--- src/udc_pkg.sv ---
// Package for the UDP datagram receive checker.
// Holds the shared types, constants and the one's-complement add helper.
// No dependencies.
package udc_pkg;

  // Widths of the interface fields.
  localparam int unsigned ByteW  = 8;
  localparam int unsigned AddrW  = 32;
  localparam int unsigned WordW  = 16;
  localparam int unsigned CountW = 17;

  // Protocol constants.
  localparam logic [WordW-1:0]  UdpProto  = 16'h0011;
  localparam logic [CountW-1:0] HdrLen    = 17'd8;
  localparam logic [CountW-1:0] CountMax  = 17'h1FFFF;
  localparam logic [WordW-1:0]  SumPassed = 16'hFFFF;

  // Header byte positions.
  localparam logic [CountW-1:0] IdxSportLo = 17'd1;
  localparam logic [CountW-1:0] IdxDportHi = 17'd2;
  localparam logic [CountW-1:0] IdxDportLo = 17'd3;
  localparam logic [CountW-1:0] IdxLenHi   = 17'd4;
  localparam logic [CountW-1:0] IdxLenLo   = 17'd5;
  localparam logic [CountW-1:0] IdxCsumHi  = 17'd6;
  localparam logic [CountW-1:0] IdxCsumLo  = 17'd7;

  // Result status codes.
  typedef enum logic [1:0] {
    STAT_ACCEPTED     = 2'd0,
    STAT_LEN_MISMATCH = 2'd1,
    STAT_NO_PAYLOAD   = 2'd2,
    STAT_CSUM_FAILED  = 2'd3
  } status_e;

  // One registered input byte with its precomputed pseudo-header sum.
  typedef struct packed {
    logic [ByteW-1:0] data_byte;
    logic             last;
    logic [WordW-1:0] pseudo_sum;
  } in_item_t;

  // Datagram context handed to the verdict stage on the last byte.
  typedef struct packed {
    logic [CountW-1:0] count;
    logic [WordW-1:0]  sum;
    logic [ByteW-1:0]  pending;
    logic [WordW-1:0]  sport;
    logic [WordW-1:0]  dport;
    logic [WordW-1:0]  len_field;
    logic              csum_nz;
  } fin_rec_t;

  // One's-complement add with end-around carry.
  function automatic logic [WordW-1:0] ones_add(input logic [WordW-1:0] a,
                                                input logic [WordW-1:0] b);
    logic [WordW:0] s;
    s = {1'b0, a} + {1'b0, b};
    return s[WordW-1:0] + {{(WordW-1){1'b0}}, s[WordW]};
  endfunction

endpackage

--- src/udc_accum.sv ---
// Per-byte state update of the UDP datagram receive checker.
// Depends on udc_pkg; keeps the byte count, running sum and header captures.
module udc_accum (
  input  logic                  clk_i,
  input  logic                  rst_ni,
  input  logic                  in_valid_i,
  input  udc_pkg::in_item_t     item_i,
  output logic                  take_o,
  input  logic                  fin_take_i,
  output logic                  fin_valid_o,
  output udc_pkg::fin_rec_t     fin_o
);

  logic [udc_pkg::CountW-1:0] count_q, count_d, count_inc;
  logic [udc_pkg::WordW-1:0]  sum_q, sum_d;
  logic [udc_pkg::ByteW-1:0]  pend_q, pend_d;
  logic [udc_pkg::WordW-1:0]  sport_q, sport_d;
  logic [udc_pkg::WordW-1:0]  dport_q, dport_d;
  logic [udc_pkg::WordW-1:0]  len_q, len_d;
  logic                       csum_nz_q, csum_nz_d;
  logic                       first;
  logic                       fin_valid_q;
  udc_pkg::fin_rec_t          fin_q;
  udc_pkg::fin_rec_t          fin_d;
  logic                       fin_load;
  logic [udc_pkg::ByteW-1:0]  b;

  // A byte is consumed when the result register can take a possible result.
  assign take_o   = in_valid_i && (!fin_valid_q || fin_take_i);
  assign fin_load = take_o && item_i.last;
  assign b        = item_i.data_byte;
  assign first    = (count_q == '0);

  // Next state of the datagram context for the byte in the input register.
  always_comb begin
    sport_d   = first ? {b, 8'h00} : sport_q;
    dport_d   = first ? '0 : dport_q;
    len_d     = first ? '0 : len_q;
    csum_nz_d = first ? 1'b0 : csum_nz_q;
    if (count_q == udc_pkg::IdxSportLo) sport_d = {sport_q[15:8], b};
    if (count_q == udc_pkg::IdxDportHi) dport_d = {b, dport_q[7:0]};
    if (count_q == udc_pkg::IdxDportLo) dport_d = {dport_q[15:8], b};
    if (count_q == udc_pkg::IdxLenHi)   len_d   = {b, len_q[7:0]};
    if (count_q == udc_pkg::IdxLenLo)   len_d   = {len_q[15:8], b};
    if ((count_q == udc_pkg::IdxCsumHi || count_q == udc_pkg::IdxCsumLo) && (b != '0)) begin
      csum_nz_d = 1'b1;
    end

    // Bytes pair up by count parity; the first byte seeds the pseudo-header sum.
    pend_d = count_q[0] ? pend_q : b;
    if (first) begin
      sum_d = item_i.pseudo_sum;
    end else if (count_q[0]) begin
      sum_d = udc_pkg::ones_add(sum_q, {pend_q, b});
    end else begin
      sum_d = sum_q;
    end

    count_inc = (count_q == udc_pkg::CountMax) ? count_q : count_q + 1'b1;
    count_d   = item_i.last ? '0 : count_inc;

    fin_d.count     = count_inc;
    fin_d.sum       = sum_d;
    fin_d.pending   = pend_d;
    fin_d.sport     = sport_d;
    fin_d.dport     = dport_d;
    fin_d.len_field = len_d;
    fin_d.csum_nz   = csum_nz_d;
  end

  // Control state: byte count within the datagram.
  always_ff @(posedge clk_i or negedge rst_ni) begin
    if (!rst_ni) begin
      count_q <= '0;
    end else if (take_o) begin
      count_q <= count_d;
    end
  end

  // Running sum and header captures.
  always_ff @(posedge clk_i or negedge rst_ni) begin
    if (!rst_ni) begin
      sum_q     <= '0;
      pend_q    <= '0;
      sport_q   <= '0;
      dport_q   <= '0;
      len_q     <= '0;
      csum_nz_q <= 1'b0;
    end else if (take_o) begin
      sum_q     <= sum_d;
      pend_q    <= pend_d;
      sport_q   <= sport_d;
      dport_q   <= dport_d;
      len_q     <= len_d;
      csum_nz_q <= csum_nz_d;
    end
  end

  // Context register for the verdict stage.
  always_ff @(posedge clk_i or negedge rst_ni) begin
    if (!rst_ni) begin
      fin_valid_q <= 1'b0;
    end else if (fin_load) begin
      fin_valid_q <= 1'b1;
    end else if (fin_take_i) begin
      fin_valid_q <= 1'b0;
    end
  end

  always_ff @(posedge clk_i) begin
    if (fin_load) begin
      fin_q <= fin_d;
    end
  end

  assign fin_valid_o = fin_valid_q;
  assign fin_o       = fin_q;

endmodule

--- config.mk ---
export PLATFORM = sky130hd
export DESIGN_NAME = udc_accum
export DESIGN_NICKNAME = d
export VERILOG_FILES = /design/src/udc_pkg.sv /design/src/udc_accum.sv
export SDC_FILE = /design/constraint.sdc
export NUM_CORES = 1
export LEC_CHECK = 0
export BUFFER_PORTS_ARGS = -buffer_cell sky130_fd_sc_hd__buf_2
export CORE_UTILIZATION = 37
export DETAILED_ROUTE_END_ITERATION = 16
export GPL_TIMING_DRIVEN = 1
export PLACE_DENSITY = 0.51
export RECOVER_POWER = 50
export SYNTH_ARGS = -nofsm -noshare
export SYNTH_HDL_FRONTEND = slang
export SYNTH_SLANG_ARGS = --single-unit
--- constraint.sdc ---
create_clock -name clk_i -period 6.7 [get_ports clk_i]
set_input_delay 1.34 -clock clk_i [delete_from_list [all_inputs] [get_ports clk_i]]
set_output_delay 1.34 -clock clk_i [all_outputs]
set_load 0.02 [all_outputs]
==> results by group, run 1 <==
Status
  – Status: complete, but fails checks
  – Failing checks: capacitance limit, slew limit

Clock network
  – Latest clock arrival within the worst-skew pair: about 430 ps
  – Clock slew at reported path FFs: about 70 ps
  – Root buffer cell: clkbuf_16
  – Post-CTS Resized: 0
  – CTS Hold Bufs: 0
  – H-tree depth: 4
  – Total CTS buffers: 17
  – Clk buf depth: 2
  – Setup bufs post-CTS: 0
  – TritonCTS Sinks: 181
  – CTS tree: built

Synthesis
  – Mapped Area: around 9000 µm²
  – Ys async rst share: 50.3%
  – Mux cell area share after synthesis: approximately 8.0%
  – Adder-cell share of the synthesized area: under 10%
  – Post-Synthesis Cells: about 810
  – Compound-cell area share of the yosys netlist: about an eighth
  – Avg Inst Size Synth: approximately 11 µm²
  – Post-synth EDFFs: 90
  – Xor and xnor area share after synthesis: about 3.2%
  – Seq cells post-synth: 181
  – Synth unique cells: 66
  – Net count after synthesis: between 800 and 900
  – Largest family of logic cells by synthesized area: simple AND/OR/NAND/NOR gates
  – Seq/Total Area, Yosys: ~56%
  – Simple-gate share of the synthesized area: 14.4%
  – YS warnings: 0
  – Synth Flop Type: dfrtp_1

Global route
  – GRT Resource Usage Total: approximately a fifth
  – Initial antenna violation count: 0
  – Largest net degree at the start of global routing: 67
  – First-pass GRT wire length: around 35,000 µm
  – Grt ovf: 0
  – Vias in the first global route: approximately 6,200

Floorplan
  – Die ar.: 24,700 µm²
  – Initial Utilization: roughly 38%
  – # IOs: ~120
  – Width of the die: 157 µm
  – Die Ht: around 160 µm
  – Core Area: ~24,000 µm²
  – Row cnt: between 50 and 60

Power and ir drop
  – Sequential power share: between 30% and 40%
  – Sw Ratio: between 30% and 40%
  – Comb pwr share: 37.5%
  – Total Power: 0.00407 W
  – VDD IR max: approximately 180 µV
  – Clock share of power: 25.8%
  – Pleak: about 4.2 nW
  – PD cells: 396 nW/µm²
  – Cell Int Power: between 0.002 and 0.003 W
  – Switching power: between 0.001 and 0.0015 W

Cells and area
  – Layout cells sized above 1: 12.5%
  – Area Growth Syn to Fin: 15.1%
  – Fin nets: 960
  – Design area: ~10,000 µm²
  – Antenna Diode Count: 0
  – Fillers: between 2,000 and 2,500

Route
  – Met3 WL: 794 µm
  – Routed Antenna Nets: 0
  – Final WL: about 23,000 µm
  – Routed length on met1: 11,500 µm
  – WL per Instance: roughly 18 µm
  – Highest layer used for signal routing: met4
  – WL met2: 10,300 µm
  – Via count: approximately 6,300
  – Initial DRT Pass Iterations: 5
  – DRC viols: 0
  – DRT iter0 DRCs: 380
  – Via/cell ratio: 5.10

Timing
  – Relative max-transition margin: -36.7%
  – Final count of hold timing violations: 0
  – Final Skew: 11.0 ps
  – Final WS setup: approximately 1400 ps
  – Post-Route Setup TNS: 0 ps
  – Crit path time final: between 5000 and 6000 ps
  – Worst Tran Pin Value: just over 2000 ps
  – Final Setup Violations: 0
  – Max Slew Vio Count: 193
  – RSZ-0062 raised after global routing: false
  – Period utilization: 78.6%
  – Fmax: about 190 MHz

Placement
  – GPL Wtd Cong: 0.862
  – Buffers on Ports: 120
  – DP Area: around 10000 µm²
  – Worst slack, placed: around 1400 ps
  – HPWL after DPL: about 15,000 µm

Setup path
  – Worst setup EP type: flop
  – CP most frequent cell: ha_1
  – Worst-path cell chain: clkbuf_1 > ha_1 > a21oi_1 > o221ai_1 > a21oi_1 > o31a_1 > nor2b_1 > o21ai_0 > nand2b_1 > ha_1 > ha_1 > nand2_1 > nor2_1 > nand4_4 > o31ai_1 > a31oi_1 > a21o_1 > mux2_1
  – R2R setup slack: approximately 2100 ps
  – Required @ worst endpoint: between 7000 and 8000 ps
  – CP Max Fanout: 10
  – Startpoint types: input pin
  – Max incr delay on CP: around 590 ps
  – Critical path class: input pin to flop
  – Arrival time at the worst endpoint: 5570 ps
  – Slowest-stage cell, CP: clkbuf_1

Min path
  – Worst hold path type: flop to flop

Run
  – Max Cap Viol: 5
==> per-layer routing <==
| layer | up-vias | track usage [%] |
|---|---|---|
| met2 | 132 | 29.9 |
| met4 | 0 | 4.25 |
| met5 | - | 0 |
| met3 | 12 | 3.03 |
| li1 | 3110 | - |
| met1 | 3074 | 27.6 |
==> stage by stage <==
stage	cells	hold slack [ps]	utilization, %
finish	1240	475	43.6
global route	1240	496	43.6
CTS	1240	477	44.2
detailed placement	1208	459	41.6
global placement	1208	453	41.6
floorplan	811	442	-
==> power by group through the flow <==
| stage | clock network, W | logic (W) | registers (W) |
|---|---|---|---|
| after CTS | 0.00108 | 0.00154 | 0.00149 |
| after global routing | 0.00112 | 0.00169 | 0.00152 |
| after global placement | 0 | 0.00154 | 0.00151 |
| after detailed placement | 0 | 0.00154 | 0.00151 |
| final | 0.00105 | 0.00152 | 0.00149 |
| after floorplan | 0 | 0.00111 | 0.00155 |
==> cell type report <==
cell class / count / area (µm²) / share of cell area (%)
repair buffers: 128 / 527 / 5.13
clock inverters: 13 / 169 / 1.65
clock buffers: 19 / 443 / 4.32
well taps: 319 / 399 / 3.89
inverters: 14 / 52.6 / 0.512
flip-flops and latches: 181 / 4980 / 48.5
multi-input cells: 566 / 3690 / 36.0
==> kinds of logic (layout without fill, tap and decap cells) <==
family          after synthesis  count (layout)
simple gates                280             280
flops                       181             181
compound gates              164             164
mux                          66              66
buf+inv                      64             174
xor+xnor                     33              33
fa+ha+maj                    23              23
==> critical path: cells and delay by family <==
family | cells | cell delay (ps)
buf+inv | 1 | 590
compound gates | 8 | 1750
simple gates | 5 | 800
fa+ha+maj | 3 | 800
mux | 1 | 280
==> synthesized netlist by cell type (10+ instances only) <==
cell type / n / area (µm²)
nand2_1: 167 / 627
dfrtp_1: 91 / 2280
edfxtp_1: 90 / 2700
o21ai_0: 46 / 230
nor2_1: 45 / 169
mux2_2: 39 / 439
clkbuf_1: 38 / 143
a21oi_1: 29 / 145
a22o_1: 29 / 254
mux2i_1: 25 / 250
xnor2_1: 23 / 201
ha_1: 22 / 275
o31ai_1: 13 / 97.6
inv_1: 12 / 45.0
nand3_1: 11 / 55.1
nand4_1: 11 / 68.8
xor2_1: 10 / 87.6
==> placed cells by master, fill, tap and decap left out, types with 3 or more instances in the layout <==
cell       netlist  layout
a31oi_1          5       5
a21oi_1         29      29
nand3_1         11      11
a211o_1          3       3
inv_6            0       3
a21o_1           7       7
nand2b_1         3       3
xor2_1          10      10
and3_1           4       4
and2_1           6       5
dfrtp_1         91      91
nor3_1           4       4
o211ai_1         4       4
o31ai_1         13      13
o21ai_0         46      46
a22o_1          29      29
edfxtp_1        90      90
nand4_1         11      11
xnor2_1         23      23
o21ai_1          5       5
mux2i_1         25      25
nor2_1          45      45
bufinv_16        0       3
clkbuf_1        38     102
nor4_1           6       7
mux2_2          39      38
a211oi_1         3       3
nor3_2           3       3
buf_4            0       5
clkbuf_16        0      17
nand2_1        167     167
mux2_1           2       3
o21a_1           3       3
buf_2            7      21
inv_1           12      13
ha_1            22      22
or2_2            3       3
==> sequential cells by signal (all words and copies together), names as in the netlist <==
| name | count |
|---|---|
| csum_nz_q | 1 |
| sport_q | 16 |
| fin_o | 90 |
| sum_q | 16 |
| len_q | 16 |
| pend_q | 8 |
| fin_valid_o | 1 |
| count_q | 17 |
| dport_q | 16 |
==> final timing paths <==
| check | depth (start not counted) | endpoint | startpoint |
|---|---|---|---|
| min | 2 | sport_q[8] | sport_q[8] |
| max | 18 | sum_q[10] | item_i[24] |
| max in group asynchronous | 2 | len_q[9] | rst_ni |
| min reg2reg | 2 | sport_q[8] | sport_q[8] |
| min in group asynchronous | 1 | sport_q[2] | rst_ni |
| max reg2reg | 5 | fin_o[2] | fin_valid_o |
Power figures use the tool's default switching activity.
==> run 2, diff against run 1 <==
--- a/config.mk
+++ b/config.mk
@@ -9,7 +9,7 @@
 export CORE_UTILIZATION = 37
 export DETAILED_ROUTE_END_ITERATION = 16
 export GPL_TIMING_DRIVEN = 1
-export PLACE_DENSITY = 0.51
+export PLACE_DENSITY = 0.53
 export RECOVER_POWER = 50
 export SYNTH_ARGS = -nofsm -noshare
 export SYNTH_HDL_FRONTEND = slang
==> constraint.sdc (replaced) <==
create_clock -name clk_i -period 4.35 [get_ports clk_i]
set_input_delay 0.87 -clock clk_i [delete_from_list [all_inputs] [get_ports clk_i]]
set_output_delay 0.87 -clock clk_i [all_outputs]
set_load 0.02 [all_outputs]
==> run 2 against run 1 <==
  * The run still ends with capacitance limit, slew limit left
  * Wire length up 1.1%
  * Core utilization up 0.70 points
  * Sequential share of layout area down 0.77 points
  * Critical path depth unchanged
  * Sequential power up 54%
  * Flip-flop and latch count unchanged
  * Largest power group unchanged
  * Highest routed layer unchanged
==> results by group, run 2 (synthesized netlist as in run 1, its figures left out) <==
Clock network
  – Setup bufs post-CTS: 0 (unchanged)
  – Clk buf depth: 2 (unchanged)
  – TritonCTS Sinks: 181 (unchanged)
  – Clock slew at reported path FFs: 70 ps (about the same)
  – Latest clock arrival within the worst-skew pair: 440 ps (about the same)
  – CTS Hold Bufs: 0 (unchanged)
  – Root buffer cell: clkbuf_16
  – H-tree depth: 4 (unchanged)
  – CTS tree: built
  – Total CTS buffers: 17 (unchanged)
  – Post-CTS Resized: 0 (unchanged)

Setup path
  – CP most frequent cell: ha_1
  – R2R Path Start: pend_q[0]
  – CP Max Fanout: 6 (-4)
  – R2R setup slack: 420 ps (-1670 ps)
  – Slowest-stage cell, CP: ha_1
  – FF-to-FF End: sum_q[10]
  – Required @ worst endpoint: 4660 ps (-2350 ps)
  – Critical path class: input pin to flop
  – Worst-path cell chain: buf_2 > ha_1 > and3_4 > and3_4 > a21oi_1 > o31a_1 > nor2b_1 > o21ai_0 > nand2b_1 > ha_1 > ha_1 > nand2_1 > nor2_1 > nand4_4 > o31ai_1 > a31oi_1 > a21o_1 > mux2_1
  – Worst setup EP type: flop
  – R2R depth: 17 (+12)
  – Max incr delay on CP: 370 ps (-220 ps)
  – Startpoint types: input pin
  – Arrival time at the worst endpoint: 4290 ps (-1280 ps)

Route
  – Final WL: 23,000 µm (+1.1%)
  – Initial DRT Pass Iterations: 5 (unchanged)
  – Routed Antenna Nets: 0 (unchanged)
  – DRC viols: 0 (unchanged)
  – WL per Instance: 18.2 µm (-0.54%)
  – Via count: 6,483 (+2.4%)
  – DRT iter0 DRCs: 378 (-0.53%)
  – Via/cell ratio: 5.14 (+0.74%)

Timing
  – Final Setup Violations: 0 (unchanged)
  – Min Hold Slack: 477 ps (+2.39 ps)
  – Max Slew Vio Count: 120 (-38%)
  – Final Skew: 15.0 ps (+3.99 ps)
  – Period utilization: 91.4%
  – Final WS setup: 373 ps (-1060 ps)
  – Worst Tran Pin Value: 2560 ps (+511 ps)
  – Final count of hold timing violations: 0 (unchanged)
  – Crit path time final: a little under 4000 ps
  – Post-Route Setup TNS: 0 ps (unchanged)
  – Fmax: roughly 250 MHz
  – RSZ-0062 raised after global routing: false
  – Relative max-transition margin: -71.4% (-35 points)

Global route
  – Vias in the first global route: 6,077 (-2.0%)
  – First-pass GRT wire length: 35,100 µm (-1.1%)
  – Initial antenna violation count: 0 (unchanged)
  – GRT Resource Usage Total: 19.0% (about the same)
  – Largest net degree at the start of global routing: 64 (-4.5%)
  – Grt ovf: 0 (unchanged)

Power and ir drop
  – PD cells: 604 nW/µm² (+52%)
  – Pleak: 4.29 nW (+2.6%)
  – VDD IR max: 290 µV (+58%)

Floorplan
  – Die ar.: 24,700 µm² (unchanged)
  – Width of the die: 157 µm (unchanged)
  – Row cnt: 56 (unchanged)
  – # IOs: 121 (unchanged)
  – Initial Utilization: 37.9% (unchanged)
  – Core Area: 23,500 µm² (unchanged)
  – Die Ht: 157 µm (unchanged)

Cells and area
  – Antenna Diode Count: 0 (unchanged)
  – Area Growth Syn to Fin: 16.9%
  – Post-Layout Cell Count: 1,261 (+1.7%)
  – Fillers: 2,333 (+0.17%)
  – Max reg flops: 90 (unchanged)
  – Most common cell after layout, fill and taps aside: nand2_1
  – Fin nets: 981 (+2.2%)
  – Layout cells sized above 1: 15.0% (+2.5 points)
  – Most frequent cells in the layout: nand2_1, clkbuf_1, dfrtp_1, edfxtp_1, o21ai_0

Placement
  – Worst slack, placed: 18.1 ps (-1410 ps)
  – GPL Wtd Cong: 0.870 (+1.0%)
  – Buffers on Ports: 120 (unchanged)
  – Placed cells: 1,229 (+1.7%)
  – HPWL after DPL: 15,400 µm (+0.19%)

Status
  – Status: complete, but fails checks
  – Failing checks: capacitance limit, slew limit

Min path
  – Hold path startpoint: sport_q[8]
  – Hold Path Stages: 2 (unchanged)
  – WHS Endpoint: sport_q[8]
  – Worst hold path type: flop to flop

Run
  – Max Cap Viol: 3 (-2)
-- run 2: cell types whose count changed in the layout (fill, tap and decap cells not counted), sizes merged --
cell      change
buf          +27
clkbuf        -5
bufinv        -2
clkinv        -2
inv           +2
clkinvlp      +1
-- run 2: worst max path at each step --
stage | start | to | depth (start not counted) | slack, ps
after floorplan | fin_take_i | fin_o[0] | 4 | 230
after global placement | item_i[24] | sum_q[10] | 18 | 140
after detailed placement | item_i[24] | sum_q[10] | 18 | 20
after CTS | item_i[24] | sum_q[10] | 18 | 470
after global routing | count_q[0] | sum_q[15] | 9 | 110
final | item_i[24] | sum_q[10] | 18 | 370
-- run 2: worst max-delay path: cells and delay by family --
family	cells	cell delay, ps
compound gates	6	1150
buf+inv	1	120
simple gates	7	1130
fa+ha+maj	3	730
mux	1	290
-- run 2: where the power goes --
group	internal, W	switching (W)
Combinational	0.000968	0.00147
Clock	0.000830	0.000724
Sequential	0.00213	0.000170
Total	0.00393	0.00236
-- run 2: through the flow --
stage	util [%]	power, W	instance area [µm²]
floorplan	-	0.00409	8920
global placement	42.4	0.00477	9990
detailed placement	42.4	0.00479	9990
CTS	44.9	0.00636	10600
global route	44.3	0.00669	10400
finish	44.3	0.00630	10400
-- run 2: layout make-up --
class,count,area (µm²),area share [%]
Timing Repair Buffer,149,717,6.88
Sequential cell,181,4980,47.8
Inverter,14,52.6,0.504
Clock buffer,20,447,4.28
Tap cell,319,399,3.83
Clock inverter,12,138,1.32
Multi-Input combinational cell,566,3690,35.4
-- run 2: routing by layer --
metal | GRT usage (%) | share of wire (%) | vias up | wire, µm
met2 | 29.2 | 46 | 146 | 10600
met3 | 3.28 | 3.7 | 14 | 849
met1 | 27.9 | 49 | 3177 | 11300
met5 | 0 | 0 | - | 0
met4 | 4.39 | 1.0 | 0 | 230
li1 | - | - | 3146 | -
==> run 3, diff against run 2 <==
--- a/config.mk
+++ b/config.mk
@@ -9,7 +9,7 @@
 export CORE_UTILIZATION = 37
 export DETAILED_ROUTE_END_ITERATION = 16
 export GPL_TIMING_DRIVEN = 1
-export PLACE_DENSITY = 0.53
+export PLACE_DENSITY = 0.51
 export RECOVER_POWER = 50
 export SYNTH_ARGS = -nofsm -noshare
 export SYNTH_HDL_FRONTEND = slang
==> constraint.sdc (replaced) <==
create_clock -name clk_i -period 4.55 [get_ports clk_i]
set_input_delay 0.91 -clock clk_i [delete_from_list [all_inputs] [get_ports clk_i]]
set_output_delay 0.91 -clock clk_i [all_outputs]
set_load 0.02 [all_outputs]
==> run 3 against run 2 <==
  * The run still ends with capacitance limit, slew limit left
  * Global-route usage is 0.11 points lower
  * Via count down 0.34%
  * Sequential power fell by 4%
  * Critical path type unchanged
==> results by group, run 3 (synthesized netlist as in run 1, its figures left out) <==
Route
  – Final WL: 22,500 µm (-2.3%)
  – Met3 WL: 823 µm (-3.1%)
  – Via/cell ratio: 5.16 (+0.30%)
  – Highest layer used for signal routing: met4
  – DRT iter0 DRCs: 304 (-20%)
  – Routed Antenna Nets: 0 (unchanged)
  – Routed length on met1: 10,900 µm (-3.1%)
  – WL met2: 10,500 µm (-1.2%)
  – DRC viols: 0 (unchanged)
  – Initial DRT Pass Iterations: 5 (unchanged)
  – Via count: 6,461 (-0.34%)
  – WL per Instance: 17.9 µm (-1.7%)

Timing
  – Crit path time final: a little over 4000 ps
  – Relative max-transition margin: -76.3% (-4.9 points)
  – Period utilization: just under 90%
  – Final Setup Violations: 0 (unchanged)
  – RSZ-0062 raised after global routing: false
  – Fmax: roughly 250 MHz
  – Final count of hold timing violations: 0 (unchanged)
  – Min Hold Slack: 472 ps (-5.27 ps)
  – Post-Route Setup TNS: 0 ps (unchanged)
  – Final Skew: 9.89 ps (-5.07 ps)
  – Max Slew Vio Count: 163 (+36%)
  – Worst Tran Pin Value: 2650 ps (+83.1 ps)

Floorplan
  – Die ar.: 24,700 µm² (unchanged)
  – Core Area: 23,500 µm² (unchanged)
  – Initial Utilization: 37.9% (unchanged)
  – Row cnt: 56 (unchanged)
  – # IOs: 121 (unchanged)
  – Die Ht: 157 µm (unchanged)
  – Width of the die: 157 µm (unchanged)

Cells and area
  – Area Growth Syn to Fin: 16.0%
  – Max reg flops: 90 (unchanged)
  – Most common cell after layout, fill and taps aside: nand2_1
  – Fin nets: 974 (-0.71%)
  – Layout cells sized above 1: 14.2% (-0.73 points)
  – Antenna Diode Count: 0 (unchanged)
  – Fillers: 2,358 (+1.1%)
  – Most frequent cells in the layout: nand2_1, clkbuf_1, dfrtp_1, edfxtp_1, o21ai_0

Setup path
  – Startpoint types: input pin
  – Required @ worst endpoint: 4860 ps (+200 ps)
  – Critical path class: input pin to flop
  – CP Max Fanout: 10 (+4)
  – Arrival time at the worst endpoint: 4340 ps (+50 ps)
  – Worst setup EP type: flop
  – R2R Path Start: sum_q[7]
  – Crit path from: item_i[24]

Clock network
  – Root buffer cell: clkbuf_16
  – TritonCTS Sinks: 181 (unchanged)
  – Setup bufs post-CTS: 0 (unchanged)
  – Clock slew at reported path FFs: 70 ps (about the same)
  – Post-CTS Resized: 0 (unchanged)
  – H-tree depth: 4 (unchanged)
  – Total CTS buffers: 17 (unchanged)
  – Latest clock arrival within the worst-skew pair: 430 ps (about the same)
  – CTS tree: built
  – Clk buf depth: 2 (unchanged)
  – CTS Hold Bufs: 0 (unchanged)

Global route
  – First-pass GRT wire length: 35,400 µm (+0.88%)
  – Initial antenna violation count: 0 (unchanged)
  – Vias in the first global route: 6,240 (+2.7%)
  – GRT Resource Usage Total: 18.9% (-0.11 points)
  – Grt ovf: 0 (unchanged)
  – Largest net degree at the start of global routing: 72 (+13%)

Status
  – Status: complete, but fails checks
  – Failing checks: capacitance limit, slew limit

Placement
  – Buffers on Ports: 120 (unchanged)
  – GPL Wtd Cong: 0.862 (-1.0%)
  – HPWL after DPL: 15,200 µm (-1.3%)

Power and ir drop
  – VDD IR max: 269 µV (-7.3%)
  – Pleak: 4.25 nW (-0.96%)
  – PD cells: 575 nW/µm² (-4.8%)

Run
  – Max Cap Viol: 3 (unchanged)

Min path
  – Worst hold path type: flop to flop
  – Hold path startpoint: sport_q[13]
## run 3: cell count changes in the layout (fill, tap and decap cells not counted), sizes merged
| cell | before | now |
|---|---|---|
| inv | 21 | 20 |
| clkbuf | 116 | 115 |
| buf | 53 | 45 |
| bufinv | 1 | 2 |
| clkinv | 2 | 3 |
## run 3: area by class of cell
cell class | count | area, µm² | share of cell area, %
Sequential cell | 181 | 4980 | 48.1
Multi-Input combinational cell | 566 | 3700 | 35.7
Timing Repair Buffer | 142 | 634 | 6.13
Clock buffer | 18 | 439 | 4.24
Tap cell | 319 | 399 | 3.86
Clock inverter | 13 | 145 | 1.40
Inverter | 14 | 52.6 | 0.508
## run 3: path summary, 6_finish.rpt
| check | endpoint | slack (ps) | depth (start not counted) |
|---|---|---|---|
| min reg2reg | sport_q[13] | 470 | 2 |
| max | sum_q[10] | 520 | 18 |
| min in group asynchronous | sport_q[7] | 1310 | 1 |
| max reg2reg | sum_q[10] | 710 | 17 |
| min | sport_q[13] | 470 | 2 |
| max in group asynchronous | sum_q[14] | 1040 | 2 |
## run 3: power by group
group | leakage (nW) | internal, W | switching, W
sequential | 2.05 | 0.00204 | 0.000169
clock | 0.283 | 0.000831 | 0.000660
combinational | 1.92 | 0.000889 | 0.00136
## run 3: per-layer routing
layer	GRT usage, %	up-vias
met5	0	-
met4	4.58	0
met2	30.0	132
met1	26.9	3180
met3	3.06	15
li1	-	3134
## run 3: worst max-delay path: stages
cell and delay, ps:
buf_2 110, ha_1 460, a21oi_1 160, o221ai_1 300, a21oi_1 120, o31a_1 340
nor2b_1 110, o21ai_0 70, nand2b_1 100, ha_1 170, ha_1 180, nand2_1 50
nor2_1 200, nand4_4 180, o31ai_1 250, a31oi_1 120, a21o_1 210, mux2_1 290
## run 3: stage by stage
stage	worst slack, ps	std cells	area (µm²)	utilization [%]	total power [W]
after floorplan	388	811	8920	-	0.00391
after global placement	222	1222	9910	42.1	0.00453
after detailed placement	128	1222	9910	42.1	0.00452
after CTS	576	1253	10500	44.6	0.00602
after global routing	224	1253	10300	44.0	0.00634
final	520	1253	10300	44.0	0.00595
